[config.mk]
export PLATFORM = sky130hd
export DESIGN_NAME = double_ended_queue_unit
export DESIGN_NICKNAME = d
export VERILOG_FILES = /design/src/rtl/deq_pkg.sv /design/src/rtl/deq_ram.sv /design/src/rtl/deq_ctrl.sv /design/src/rtl/deq_dp.sv /design/src/rtl/double_ended_queue_unit.sv
export SDC_FILE = /design/constraint.sdc
export NUM_CORES = 1
export LEC_CHECK = 0
export ABC_AREA = 1
export BUFFER_PORTS_ARGS = -buffer_cell sky130_fd_sc_hd__buf_2
export CAP_MARGIN = 0
export CORE_MARGIN = 5
export CORE_UTILIZATION = 40
export CTS_CLUSTER_SIZE = 28
export DETAILED_ROUTE_END_ITERATION = 10
export PLACE_DENSITY = 0.58
export SKIP_CTS_REPAIR_TIMING = 1
export SYNTH_ARGS = -nofsm -noshare
export SYNTH_HDL_FRONTEND = slang
export SYNTH_SLANG_ARGS = --single-unit
export TNS_END_PERCENT = 5
[constraint.sdc]
create_clock -name clk -period 4.2 [get_ports clk]
set_input_delay 0.21 -clock clk [delete_from_list [all_inputs] [get_ports clk]]
set_output_delay 0.21 -clock clk [all_outputs]
set_load 0.005 [all_outputs]
[src/rtl/deq_pkg.sv]
// shared types and constants for the double-ended queue unit
package deq_pkg;

	localparam int DEPTH_DEF      = 16;
	localparam int DATA_WIDTH_DEF = 32;
	localparam int MODE_W         = 3;
	localparam int STATUS_W       = 2;

	typedef enum logic [MODE_W-1:0] {
		MODE_PUSH_FRONT = 3'd0,
		MODE_PUSH_REAR  = 3'd1,
		MODE_POP_FRONT  = 3'd2,
		MODE_POP_REAR   = 3'd3,
		MODE_PEEK_FRONT = 3'd4,
		MODE_PEEK_REAR  = 3'd5
	} mode_t;

	typedef enum logic [STATUS_W-1:0] {
		ST_OK    = 2'd0,
		ST_EMPTY = 2'd1,
		ST_FULL  = 2'd2
	} status_t;

	// commands from the controller to the datapath
	typedef struct packed {
		logic load;
		logic exec;
	} ctl_cmd_t;

endpackage

[src/rtl/deq_ram.sv]
// generic single-port-write, single-port-read ram with registered read data
module deq_ram #(
	parameter int WIDTH = 32,
	parameter int DEPTH = 16,
	localparam int AW = $clog2(DEPTH)
) (
	input  logic             clk,
	input  logic             wr_en,
	input  logic [AW-1:0]    wr_addr,
	input  logic [WIDTH-1:0] wr_data,
	input  logic             rd_en,
	input  logic [AW-1:0]    rd_addr,
	output logic [WIDTH-1:0] rd_data
);

	logic [WIDTH-1:0] mem_q [DEPTH];
	logic [WIDTH-1:0] rd_data_q;

	always_ff @(posedge clk) begin
		if (wr_en) begin
			mem_q[wr_addr] <= wr_data;
		end
		if (rd_en) begin
			rd_data_q <= mem_q[rd_addr];
		end
	end

	assign rd_data = rd_data_q;

endmodule

[src/rtl/deq_ctrl.sv]
// controller state machine: sequences load, execute and result phases
module deq_ctrl
	import deq_pkg::*;
(
	input  logic     clk,
	input  logic     arst_n,
	input  logic     start,
	output logic     busy,
	output logic     done,
	output ctl_cmd_t cmd
);

	typedef enum logic [1:0] {
		S_IDLE,
		S_EXEC,
		S_RESP
	} state_t;

	state_t state_q;
	logic   busy_q;
	logic   done_q;

	always_ff @(posedge clk or negedge arst_n) begin
		if (!arst_n) begin
			state_q <= S_IDLE;
			busy_q  <= 1'b0;
			done_q  <= 1'b0;
		end else begin
			unique case (state_q)
				S_IDLE: begin
					if (start) begin
						state_q <= S_EXEC;
						busy_q  <= 1'b1;
					end
				end
				S_EXEC: begin
					state_q <= S_RESP;
					done_q  <= 1'b1;
				end
				S_RESP: begin
					state_q <= S_IDLE;
					done_q  <= 1'b0;
					busy_q  <= 1'b0;
				end
				default: begin
					state_q <= S_IDLE;
					busy_q  <= 1'b0;
					done_q  <= 1'b0;
				end
			endcase
		end
	end

	assign busy     = busy_q;
	assign done     = done_q;
	assign cmd.load = start && !busy_q;
	assign cmd.exec = (state_q == S_EXEC);

	a_load_to_exec: assert property (@(posedge clk) disable iff (!arst_n)
		cmd.load |=> cmd.exec)
		else $error("transfer accepted but no execute cycle followed");

	a_exec_to_done: assert property (@(posedge clk) disable iff (!arst_n)
		cmd.exec |=> done && busy)
		else $error("execute cycle not followed by result strobe");

	a_done_single: assert property (@(posedge clk) disable iff (!arst_n)
		done |=> !done && !busy)
		else $error("result strobe longer than one cycle");

endmodule

[src/rtl/deq_dp.sv]
// datapath: ring indices, fill count, slot memory and result registers
module deq_dp
	import deq_pkg::*;
#(
	parameter int DEPTH      = DEPTH_DEF,
	parameter int DATA_WIDTH = DATA_WIDTH_DEF,
	localparam int AW = $clog2(DEPTH),
	localparam int CW = $clog2(DEPTH + 1)
) (
	input  logic                  clk,
	input  logic                  arst_n,
	input  ctl_cmd_t              cmd,
	input  logic [MODE_W-1:0]     mode,
	input  logic [DATA_WIDTH-1:0] data_in,
	output logic [DATA_WIDTH-1:0] data_out,
	output logic [STATUS_W-1:0]   status,
	output logic [CW-1:0]         count,
	output logic                  is_empty
);

	localparam logic [AW-1:0] LAST_IDX = AW'(DEPTH - 1);
	localparam logic [CW-1:0] FULL_CNT = CW'(DEPTH);

	mode_t                 mode_q;
	logic [DATA_WIDTH-1:0] data_q;
	logic [AW-1:0]         head_q, tail_q;
	logic [CW-1:0]         fill_q;
	status_t               st_q;
	logic                  hit_q;

	logic [AW-1:0]         head_d, tail_d;
	logic [CW-1:0]         fill_d;
	status_t               st_d;
	logic                  hit_d;
	logic                  full, empty;
	logic [AW-1:0]         head_inc, head_dec, tail_inc, tail_dec;

	logic                  wr_en, rd_en;
	logic [AW-1:0]         wr_addr, rd_addr;
	logic [DATA_WIDTH-1:0] rd_data;

	assign full     = (fill_q == FULL_CNT);
	assign empty    = (fill_q == '0);
	assign head_inc = (head_q == LAST_IDX) ? '0 : head_q + 1'b1;
	assign head_dec = (head_q == '0) ? LAST_IDX : head_q - 1'b1;
	assign tail_inc = (tail_q == LAST_IDX) ? '0 : tail_q + 1'b1;
	assign tail_dec = (tail_q == '0) ? LAST_IDX : tail_q - 1'b1;

	always_comb begin
		head_d  = head_q;
		tail_d  = tail_q;
		fill_d  = fill_q;
		st_d    = ST_OK;
		hit_d   = 1'b0;
		wr_en   = 1'b0;
		rd_en   = 1'b0;
		wr_addr = head_dec;
		rd_addr = head_q;
		if (cmd.exec) begin
			unique case (mode_q)
				MODE_PUSH_FRONT, MODE_PUSH_REAR: begin
					if (full) begin
						st_d = ST_FULL;
					end else begin
						wr_en  = 1'b1;
						fill_d = fill_q + 1'b1;
						if (mode_q == MODE_PUSH_FRONT) begin
							wr_addr = head_dec;
							head_d  = head_dec;
						end else begin
							wr_addr = tail_q;
							tail_d  = tail_inc;
						end
					end
				end
				MODE_POP_FRONT, MODE_PEEK_FRONT: begin
					if (empty) begin
						st_d = ST_EMPTY;
					end else begin
						rd_en   = 1'b1;
						hit_d   = 1'b1;
						rd_addr = head_q;
						if (mode_q == MODE_POP_FRONT) begin
							head_d = head_inc;
							fill_d = fill_q - 1'b1;
						end
					end
				end
				MODE_POP_REAR, MODE_PEEK_REAR: begin
					if (empty) begin
						st_d = ST_EMPTY;
					end else begin
						rd_en   = 1'b1;
						hit_d   = 1'b1;
						rd_addr = tail_dec;
						if (mode_q == MODE_POP_REAR) begin
							tail_d = tail_dec;
							fill_d = fill_q - 1'b1;
						end
					end
				end
				// unused codes leave the indices and fill count as they are and report ST_OK
				default: begin
					st_d = ST_OK;
				end
			endcase
		end
	end

	always_ff @(posedge clk) begin
		if (cmd.load) begin
			mode_q <= mode_t'(mode);
			data_q <= data_in;
		end
	end

	always_ff @(posedge clk or negedge arst_n) begin
		if (!arst_n) begin
			head_q <= '0;
			tail_q <= '0;
			fill_q <= '0;
			st_q   <= ST_OK;
			hit_q  <= 1'b0;
		end else if (cmd.exec) begin
			head_q <= head_d;
			tail_q <= tail_d;
			fill_q <= fill_d;
			st_q   <= st_d;
			hit_q  <= hit_d;
		end
	end

	deq_ram #(
		.WIDTH(DATA_WIDTH),
		.DEPTH(DEPTH)
	) u_ram (
		.clk    (clk),
		.wr_en  (wr_en),
		.wr_addr(wr_addr),
		.wr_data(data_q),
		.rd_en  (rd_en),
		.rd_addr(rd_addr),
		.rd_data(rd_data)
	);

	assign data_out = hit_q ? rd_data : '0;
	assign status   = st_q;
	assign count    = fill_q;
	assign is_empty = (fill_q == '0);

	a_fill_bound: assert property (@(posedge clk) disable iff (!arst_n)
		fill_q <= FULL_CNT)
		else $error("fill count beyond capacity");

	a_push_grows: assert property (@(posedge clk) disable iff (!arst_n)
		cmd.exec && wr_en |=> fill_q == $past(fill_q) + 1'b1)
		else $error("accepted push did not grow the queue");

	a_rw_exclusive: assert property (@(posedge clk) disable iff (!arst_n)
		!(wr_en && rd_en))
		else $error("slot write and read in the same cycle");

	a_hit_ok: assert property (@(posedge clk) disable iff (!arst_n)
		hit_q |-> st_q == ST_OK)
		else $error("read data flagged on a failed operation");

endmodule

[src/rtl/double_ended_queue_unit.sv]
// the result strobe done is registered as the controller leaves the execute state
// busy stays high for the whole operation, through the execute and the result state;
// the result state covers the registered slot read; start is taken only while not busy
// results are strobed for one cycle and cannot be held off by the receiver
// reset (arst_n low, asynchronous) clears the indices, fill count and controller;
// slot memory contents are not cleared and are only read once written
module double_ended_queue_unit
	import deq_pkg::*;
#(
	parameter int DEPTH      = DEPTH_DEF,
	parameter int DATA_WIDTH = DATA_WIDTH_DEF,
	localparam int CW = $clog2(DEPTH + 1)
) (
	input  logic                  clk,
	input  logic                  arst_n,
	input  logic                  start,
	output logic                  busy,
	input  logic [MODE_W-1:0]     mode,
	input  logic [DATA_WIDTH-1:0] data_in,
	output logic                  done,
	output logic [DATA_WIDTH-1:0] data_out,
	output logic [STATUS_W-1:0]   status,
	output logic [CW-1:0]         count,
	output logic                  is_empty
);

	ctl_cmd_t cmd;

	deq_ctrl u_ctrl (
		.clk   (clk),
		.arst_n(arst_n),
		.start (start),
		.busy  (busy),
		.done  (done),
		.cmd   (cmd)
	);

	deq_dp #(
		.DEPTH     (DEPTH),
		.DATA_WIDTH(DATA_WIDTH)
	) u_dp (
		.clk     (clk),
		.arst_n  (arst_n),
		.cmd     (cmd),
		.mode    (mode),
		.data_in (data_in),
		.data_out(data_out),
		.status  (status),
		.count   (count),
		.is_empty(is_empty)
	);

endmodule
==> flow_summary.ini, run 1 <==
[run_status]
status = finished, final reports clean

[yosys]
netlist_top_cells_count = nand2_1, edfxtp_1, nand3_1, inv_1, buf_2
synthMostInstantiatedCell = nand2_1
synthesis.area_um2 = 25800
synth_edf_count = 579
ys.flop_type = edfxtp_1
synth_fp_nets = 2363
synth_cells = 2317
yosysSeqAreaShare = 0.694
yosys_warnings = 0
yosysTopAreaCellShare = 0.675
avgSynthCellArea_um2 = 11.1
synth_cell_type_count = 35
yosys.area.top_type = edfxtp_1
synth_seq_cells = 599
ys_top_cells_by_area = edfxtp_1, nand3_1, nand2_1, inv_1, dfrtp_1
async_flop_share = 0.0334

[min_path]
hold_class = in2async

[detailed_routing]
wl_mm = 64.3
first_iter_violations = 1374
vias = 16900
wl_per_cell_um = 19.5
via_per_inst = 5.11
drtAntennaViolNets = 0
firstDrtPassIters = 5
drc_errors = 0

[clock_tree]
clock_sinks = 599
clk_pin_slew_worst_paths_ns = 0.06
cts_max_level = 2
cts_root_buf = clkbuf_16
cts_made_buffers = 60
insertion_delay_ns = 0.64
cts_buffer_depth = 3
cts_tree = done

[sta]
tightest_slew_ns = 1.18
fin_crit_ns = 3.33
setup_viol = 0
whs_ns = 0.0966
hold_violations = 0
final_max_slew_viol_count = 0
max_freq_ghz = 0.300
setup_tns_ns = 0
relSlewSlack = 0.213
fin_crit_sh = 0.793
fin_skew_ns = 0.0369
rsz0062_at_grt = no

[global_routing]
grt_pass1_wl_mm = 99.3
antenna_found_initial = 0
grt_pass1_vias = 16700
track_usage = 0.180
grt_max_degree = 217
grt-ovfl-total = 0

[setup_path]
rr_endpoint = u_dp.u_ram.mem_q[6][26]$_DFFE_PP_
cp.required_ns = 4.54
crit_buf_inv = 2
reg2reg_depth = 6
path_delay_family = simple AND/OR/NAND/NOR gates
crit_top_cell = nor2_4
timing.rr.start = u_ctrl.state_q[1]$_DFFE_PN0N_
worstPathArrival_ns = 3.68
crit_chain = nor2_4 > inv_1 > nor4_2 > nand3_1 > nor2_4 > buf_4
crit_fanout = 22
worstSetupPathType = reg2reg
end_kind = flip-flop
ff2ff_setup_slack_ns = 0.87
setup.worst_path.start = u_ctrl.state_q[1]$_DFFE_PN0N_
slowest_stage = nor2_4
max_stage_delay_ns = 0.78
cp-start-kind = flip-flop

[power]
p_int_mw = 11.7
pwr-share-seq = 0.400
switching_share = 0.360
switching_power_mw = 6.58
power_frac_clock = 0.284
irDropWorstVdd_mv = 0.822
power.density_nw_per_um2 = 621
p_leak_nw = 11.7
comb_power_share = 0.315

[layout]
final_area_um2 = 29400
area_growth_pct = 14.1
seq_area_um2 = 17900
nets = 2444
n_antenna_cell = 0
drive_above_1_share = 0.0989
fill_cells = 5886
multi_input_area_um2 = 6340

[placed_design]
dpl_cell_area_um2 = 27100
place_hpwl_mm = 34.8
portBuffers = 79
gp_congestion = 0.785

[floorplanning]
die_y_um = 264
initial_core_util = 0.402
num_rows = 93
fp.dieW_um = 264
core_area_um2 = 64100
fp.dieArea_um2 = 69600
ios = 80

[run]
max_cap_viol_count = 0
## through the flow
step	instances	worst slack, ns	utilization	power (mW)
2_1_floorplan	2317	0.874	-	11.4
3_3_place_gp	3154	0.872	0.423	13.1
3_5_place_dp	3154	0.820	0.423	13.2
4_1_cts	3266	0.869	0.453	18.4
5_1_grt	3303	0.582	0.459	19.4
6_report	3303	0.868	0.459	18.3
## cell usage in the layout (no fill, tap or decap), types with 2 or more instances in the layout
cell type	n
nand2_8	2
o21ai_0	20
nand2_4	2
a21oi_1	7
clkinv_1	17
buf_4	27
inv_2	3
edfxtp_1	579
ha_1	7
nor2_1	18
bufinv_16	5
xnor2_1	5
xor2_1	4
nor3_1	2
nand2_1	615
buf_12	13
dfrtp_1	19
buf_2	79
inv_1	259
a31oi_1	2
dlygate4sd3_1	37
clkinv_2	12
clkbuf_1	14
nand3b_1	64
nand4_1	2
nor4_2	3
o21ai_4	2
nor2_4	19
clkbuf_16	60
clkinv_4	2
nand3_1	530
nand3_2	4
## state kept, by name (all words and copies together), names as in the netlist, 2 cells and up
| signal | cells |
|---|---|
| u_dp.u_ram.mem_q | 512 |
| u_dp.data_q | 32 |
| u_dp.u_ram.rd_data | 32 |
| u_dp.count | 5 |
| u_dp.head_q | 4 |
| u_dp.tail_q | 4 |
| u_dp.mode_q | 3 |
| u_ctrl.state_q | 2 |
| u_dp.status | 2 |
## power groups by stage
stage	logic, mW	registers (mW)	clock network (mW)
final	5.76	7.31	5.20
after global routing	6.45	7.36	5.56
after CTS	5.80	7.32	5.31
after detailed placement	5.78	7.44	0
after global placement	5.70	7.43	0
after floorplan	4.15	7.29	0
## routing by layer
| layer | routed length, um | track usage | vias to the layer above | share of wire |
|---|---|---|---|---|
| met5 | 0 | 0 | - | 0 |
| li1 | - | - | 8041 | - |
| met3 | 3320 | 0.0219 | 85 | 0.052 |
| met1 | 28400 | 0.251 | 8306 | 0.44 |
| met4 | 1290 | 0.0449 | 0 | 0.020 |
| met2 | 31300 | 0.303 | 439 | 0.49 |
## cell type report
| cell class | count | share of cell area |
|---|---|---|
| Timing Repair Buffer | 156 | 0.0418 |
| Sequential cell | 599 | 0.608 |
| Inverter | 263 | 0.0337 |
| Tap cell | 855 | 0.0364 |
| Clock inverter | 38 | 0.0116 |
| Clock buffer | 74 | 0.0528 |
| Multi-Input combinational cell | 1318 | 0.216 |
## how the worst max path moves through the flow
stage                                              endpoint  slack (ns)  cells past startpoint
after detailed placement  u_dp.u_ram.mem_q[6][25]$_DFFE_PP_        0.82                      6
final                     u_dp.u_ram.mem_q[6][26]$_DFFE_PP_        0.87                      6
after CTS                 u_dp.u_ram.mem_q[6][21]$_DFFE_PP_        0.87                      6
after global routing      u_dp.u_ram.mem_q[6][21]$_DFFE_PP_        0.58                      7
after global placement    u_dp.u_ram.mem_q[6][25]$_DFFE_PP_        0.87                     11
after floorplan           u_dp.u_ram.mem_q[12][0]$_DFFE_PP_        0.87                     10
## worst register-to-register path, stage by stage, from the launching register on
cell and delay, ns:
dfrtp_1 0.42, nor2_4 0.31, inv_1 0.18, nor4_2 0.58
nand3_1 0.46, nor2_4 0.79, buf_4 0.31
## cells by family after synthesis
family	Yosys count	share of synthesized area
and+or+nand+nor	1267	0.224
DFF	599	0.694
AOI/OAI and AO/OA	34	0.00714
buffers and inverters	400	0.0674
adders and majority gates	8	0.00418
xor gates and xnor gates	9	0.00306
Note: power is estimated with default switching activity, not from simulation.
==> inputs of run 2 (changes only) <==
--- a/config.mk
+++ b/config.mk
@@ -12,7 +12,7 @@
 export CORE_UTILIZATION = 40
 export CTS_CLUSTER_SIZE = 28
 export DETAILED_ROUTE_END_ITERATION = 10
-export PLACE_DENSITY = 0.58
+export PLACE_DENSITY = 0.6
 export SKIP_CTS_REPAIR_TIMING = 1
 export SYNTH_ARGS = -nofsm -noshare
 export SYNTH_HDL_FRONTEND = slang
==> constraint.sdc (replaced) <==
create_clock -name clk -period 2.8 [get_ports clk]
set_input_delay 0.14 -clock clk [delete_from_list [all_inputs] [get_ports clk]]
set_output_delay 0.14 -clock clk [all_outputs]
set_load 0.005 [all_outputs]
==> run 2 against run 1 <==
Worst setup slack worse by 0.74 ns. Global-route usage is 0.86 points higher. Register-to-register slack worse by 0.74 ns. Utilization is 1.5 points higher. Sequential power is 49% higher. Critical path depth is 4 higher.
==> flow_summary.ini, run 2 (synthesis gave the netlist of run 1 again) <==
[floorplanning]
initial_core_util = 0.402
fp.dieArea_um2 = 69600
die_y_um = 264
ios = 80
core_area_um2 = 64100
num_rows = 93
fp.dieW_um = 264

[setup_path]
slowest_stage = o21ai_4
worstSetupPathType = reg2reg
end_kind = flip-flop
path_delay_family = compound AO/OA/AOI/OAI gates
crit_fanout = 23
max_stage_delay_ns = 0.54
crit_buf_inv = 3
crit_chain = inv_1 > ha_1 > a21oi_1 > nand2_1 > o21ai_0 > o21ai_4 > clkinv_1 > buf_4 > nand3_1 > nand2_1
cp-start-kind = flip-flop
crit_top_cell = nand2_1
cp.required_ns = 3.14
worstPathArrival_ns = 3.01

[global_routing]
grt_pass1_wl_mm = 102
grt-ovfl-total = 0
use_met3 = 0.0365
grt_max_degree = 130
grt_pass1_vias = 17000
met1_usage = 0.250
top_usage_layer = met2
use_met2 = 0.320
antenna_found_initial = 0
track_usage = 0.188

[layout]
final_common_cell = nand2_1
nets = 2496
final_area_um2 = 30400
drive_above_1_share = 0.119
fill_cells = 5742
area_growth_pct = 17.8
largest_register_ffs = 512
fin_cells = 3357
final_cell_mix = nand2_1, edfxtp_1, nand3_1
n_antenna_cell = 0
top_register = u_dp.u_ram.mem_q

[power]
comb_power_share = 0.320
p_leak_nw = 12.2
pwr-share-seq = 0.380
switching_share = 0.351
total_power_mw = 28.7
irDropWorstVdd_mv = 0.650
switching_power_mw = 10.1
power_frac_clock = 0.300
p_int_mw = 18.6
power.density_nw_per_um2 = 946

[placed_design]
portBuffers = 79
gp_congestion = 0.805
dp_cells = 3195
dpl_cell_area_um2 = 27800
place_hpwl_mm = 35.7

[detailed_routing]
wl_per_cell_um = 20.0
vias = 17300
wl_mm = 67.1
drc_errors = 0
firstDrtPassIters = 6
drtAntennaViolNets = 0
via_per_inst = 5.15
first_iter_violations = 1401

[sta]
setup_viol = 0
hold_violations = 0
relSlewSlack = 0.476
fin_crit_sh = 0.954
final_max_slew_viol_count = 0
tightest_slew_ns = 0.780
fin_crit_ns = 2.67
fin_skew_ns = 0.0232
whs_ns = 0.0621
max_freq_ghz = 0.374
rsz0062_at_grt = yes

[clock_tree]
clock_sinks = 599
cts_buffer_depth = 3
clk_pin_slew_worst_paths_ns = 0.06
cts_root_buf = clkbuf_16
cts_tree = done
cts_max_level = 3
insertion_delay_ns = 0.60
cts_made_buffers = 68

[run]
max_cap_viol_count = 0

[min_path]
hold_class = in2async

[run_status]
status = finished, final reports clean
run 2: changes by cell type in the layout (fill, tap and decap cells not counted), sizes merged:
cell,before,now
clkinv,32,31
clkinvlp,0,1
bufinv,5,4
clkbuf,74,85
buf,119,163
run 2: final timing paths:
kind	cells past startpoint	from	slack (ns)	endpoint
worst max-delay path	10	u_dp.tail_q[0]$_DFFE_PN0P_	0.13	u_dp.u_ram.rd_data[29]$_DFFE_PP_
worst min-delay path	2	arst_n	0.06	u_dp.status[1]$_DFFE_PN0P_
worst max register to register	10	u_dp.tail_q[0]$_DFFE_PN0P_	0.13	u_dp.u_ram.rd_data[29]$_DFFE_PP_
worst min register to register	2	u_ctrl.state_q[0]$_DFFE_PN0N_	0.53	u_ctrl.state_q[0]$_DFFE_PN0N_
max in group asynchronous	2	arst_n	2.38	u_dp.hit_q$_DFFE_PN0P_
min in group clk	2	data_in[5]	0.24	u_dp.data_q[5]$_DFFE_PP_
run 2: power by group through the flow:
stage / Sequential [mW] / Combinational, mW / Clock (mW)
final: 10.9 / 9.18 / 8.62
after global routing: 11.0 / 10.2 / 9.22
after CTS: 10.9 / 9.21 / 8.83
after detailed placement: 11.1 / 9.16 / 0
after global placement: 11.1 / 9.05 / 0
after floorplan: 10.9 / 6.25 / 0
run 2: per-stage QoR:
step / worst slack [ns] / setup TNS (ns) / utilization
final: 0.128 / 0 / 0.473
after global routing: -0.00408 / -0.00408 / 0.473
after CTS: 0.140 / 0 / 0.467
after detailed placement: 0.146 / 0 / 0.433
after global placement: 0.108 / 0 / 0.433
after floorplan: -0.474 / -132.05 / -
run 2: worst reg2reg max path: cells and delay by family (launching register included):
family,cells,cell delay (ns)
buffers and inverters,3,0.67
AOI/OAI and AO/OA,3,0.78
and+or+nand+nor,3,0.32
adders and majority gates,1,0.24
DFF,1,0.42
run 2: layout make-up:
type / count / area (um^2) / share of cell area
flip-flops and latches: 599 / 17900 / 0.589
multi-input cells: 1318 / 6340 / 0.209
clock inverters: 37 / 300 / 0.00989
well taps: 855 / 1070 / 0.0352
inverters: 263 / 990 / 0.0326
repair buffers: 200 / 1910 / 0.0629
clock buffers: 85 / 1860 / 0.0613
run 2: layer usage:
metal | routed length [um] | part of all wire
met3 | 4790 | 0.071
met2 | 33000 | 0.49
met1 | 27800 | 0.41
met4 | 1490 | 0.022
met5 | 0 | 0
==> inputs of run 3 (changes only) <==
--- a/config.mk
+++ b/config.mk
@@ -5,14 +5,13 @@
 export SDC_FILE = /design/constraint.sdc
 export NUM_CORES = 1
 export LEC_CHECK = 0
-export ABC_AREA = 1
 export BUFFER_PORTS_ARGS = -buffer_cell sky130_fd_sc_hd__buf_2
 export CAP_MARGIN = 0
 export CORE_MARGIN = 5
-export CORE_UTILIZATION = 40
+export CORE_UTILIZATION = 43
 export CTS_CLUSTER_SIZE = 28
 export DETAILED_ROUTE_END_ITERATION = 10
-export PLACE_DENSITY = 0.6
+export PLACE_DENSITY = 0.64
 export SKIP_CTS_REPAIR_TIMING = 1
 export SYNTH_ARGS = -nofsm -noshare
 export SYNTH_HDL_FRONTEND = slang
==> run 3 against run 2 <==
Cell count down 20%. Sequential power about the same. The run now ends with negative setup slack left. Routed wire length down 6.3%. Design area down 3.4%.
==> flow_summary.ini, run 3 <==
[run_status]
status = complete, but fails checks
violations = negative setup slack

[setup_path]
cp.required_ns = 3.16
ff2ff_setup_slack_ns = -0.09
cp-start-kind = flip-flop
worstSetupPathType = reg2reg
crit_fanout = 11
worstPathArrival_ns = 3.24
end_kind = flip-flop

[layout]
final_util = 0.544
seq_area_um2 = 17900
nets = 1983
n_antenna_cell = 0
multi_input_area_um2 = 5470
fin_cells = 2681
final_area_um2 = 29300
largest_register_ffs = 512
final_cell_mix = edfxtp_1, nand2_1, nand3_1
fill_cells = 4181
top_register = u_dp.u_ram.mem_q
final_common_cell = edfxtp_1
drive_above_1_share = 0.212
area_growth_pct = 25.2

[power]
switching_share = 0.340
pwr-share-seq = 0.369
power_frac_clock = 0.258
p_int_mw = 19.6
total_power_mw = 29.7
switching_power_mw = 10.1
comb_power_share = 0.374
p_leak_nw = 10.5
irDropWorstVdd_mv = 0.601
power.density_nw_per_um2 = 1010

[global_routing]
grt_pass1_vias = 14300
antenna_found_initial = 0
grt-ovfl-total = 0
track_usage = 0.187
grt_max_degree = 54
grt_pass1_wl_mm = 85.7

[clock_tree]
insertion_delay_ns = 0.63
clock_sinks = 599
cts_buffer_depth = 3
cts_max_level = 2
cts_made_buffers = 59
clk_pin_slew_worst_paths_ns = 0.06
cts_tree = done
cts_root_buf = clkbuf_16

[placed_design]
dpl_cell_area_um2 = 25900
gp_congestion = 0.782
portBuffers = 79
place_hpwl_mm = 32.2
dp_cells = 2480

[sta]
max_freq_ghz = 0.347
fin_crit_sh = 1.03
postLayoutSetupSlackWorst_ns = -0.0851
setup_tns_ns = -1.05
final_max_slew_viol_count = 0
tightest_slew_ns = 0.836
relSlewSlack = 0.443
setup_viol = 30
rsz0062_at_grt = yes
fin_skew_ns = 0.0245
fin_crit_ns = 2.89
hold_violations = 0

[yosys]
yosys_warnings = 0
yosys.area.top_type = edfxtp_1
ys.flop_type = edfxtp_1
synth_cells = 1685
synth_fp_nets = 1731
synth_cell_type_count = 42
ys_top_cells_by_area = edfxtp_1, nand2_1, nand3_1, dfrtp_1, mux2i_1
synth_seq_cells = 599
avgSynthCellArea_um2 = 13.9
async_flop_share = 0.0334
synthMostInstantiatedCell = edfxtp_1
yosysSeqAreaShare = 0.764
synthesis.area_um2 = 23400
netlist_top_cells_count = edfxtp_1, nand2_1, nand3_1, a21oi_1, clkbuf_1
synth_edf_count = 579
yosysTopAreaCellShare = 0.743

[floorplanning]
fp.dieW_um = 243
initial_core_util = 0.434
num_rows = 85
ios = 80
die_y_um = 243
fp.dieArea_um2 = 59200
core_area_um2 = 53900

[detailed_routing]
wl_per_cell_um = 23.5
drtAntennaViolNets = 0
vias = 15100
first_iter_violations = 1418
drc_errors = 0
firstDrtPassIters = 6
via_per_inst = 5.62
wl_mm = 62.9

[run]
max_cap_viol_count = 0

[min_path]
hold_class = in2async
## run 3: cell types whose count changed after synthesis, moves of 35 or more
cell / previous run / this run
inv_1: 259 / 12
buf_2: 96 / 44
nand3_1: 530 / 131
and2_1: 0 / 35
mux2i_1: 0 / 40
nand2_1: 616 / 468
clkbuf_1: 12 / 47
nand3b_1: 64 / 1
a21oi_1: 7 / 74
## run 3: logic make-up after synthesis
logic type,after synthesis,synth area share
AOI/OAI and AO/OA,204,0.0568
and+or+nand+nor,705,0.129
xor gates and xnor gates,13,0.00567
DFF,599,0.764
adders and majority gates,8,0.00460
buffers and inverters,111,0.0208
muxes,45,0.0195
## run 3: layer usage
layer,vias up,track usage,share of wire
li1,6742,-,-
met1,7559,0.258,0.41
met2,661,0.309,0.49
met3,118,0.0277,0.079
met4,0,0.0602,0.028
met5,-,0,0
## run 3: worst max-delay path, cell delays in order (launching register included)
cell       delay [ns]
dfrtp_1          0.37
or4_4            0.56
o2111ai_4        0.27
buf_6            0.14
buf_6            0.12
mux2_4           0.42
buf_12           0.19
a21oi_1          0.16
a22oi_1          0.10
a32oi_2          0.21
nand2_1          0.07
## run 3: cell type report
type                    instances  share of cell area
flip-flops and latches        599               0.610
multi-input cells             978               0.186
well taps                     696              0.0297
clock inverters                34              0.0108
clock buffers                  75              0.0531
repair buffers                287               0.108
inverters                      12             0.00154
## run 3: worst paths after layout
kind,startpoint,to,depth (start not counted)
max,u_dp.count[0]$_DFFE_PN0P_,u_dp.u_ram.rd_data[19]$_DFFE_PP_,10
min,arst_n,u_dp.count[2]$_DFFE_PN0P_,2
max reg2reg,u_dp.count[0]$_DFFE_PN0P_,u_dp.u_ram.rd_data[19]$_DFFE_PP_,10
min reg2reg,u_ctrl.state_q[1]$_DFFE_PN0N_,u_ctrl.done$_DFFE_PN0N_,1
max in group asynchronous,arst_n,u_dp.tail_q[2]$_DFFE_PN0P_,2
min in group clk,data_in[6],u_dp.data_q[6]$_DFFE_PP_,2
## run 3: power by group through the flow
stage	Sequential, mW	Clock [mW]	Combinational (mW)
3_5_place_dp	11.1	0	8.74
5_1_grt	11.0	8.11	11.9
2_1_floorplan	11.0	0	5.37
6_report	10.9	7.64	11.1
3_3_place_gp	11.1	0	8.57
4_1_cts	10.9	7.78	8.77
## run 3: metrics by stage
| step | hold WS (ns) | setup slack, ns |
|---|---|---|
| floorplan | -0.156 | -0.0187 |
| global placement | 0.118 | -0.120 |
| detailed placement | 0.123 | -0.152 |
| CTS | -0.540 | -0.164 |
| global route | 0.0589 | -0.186 |
| finish | 0.0165 | -0.0851 |
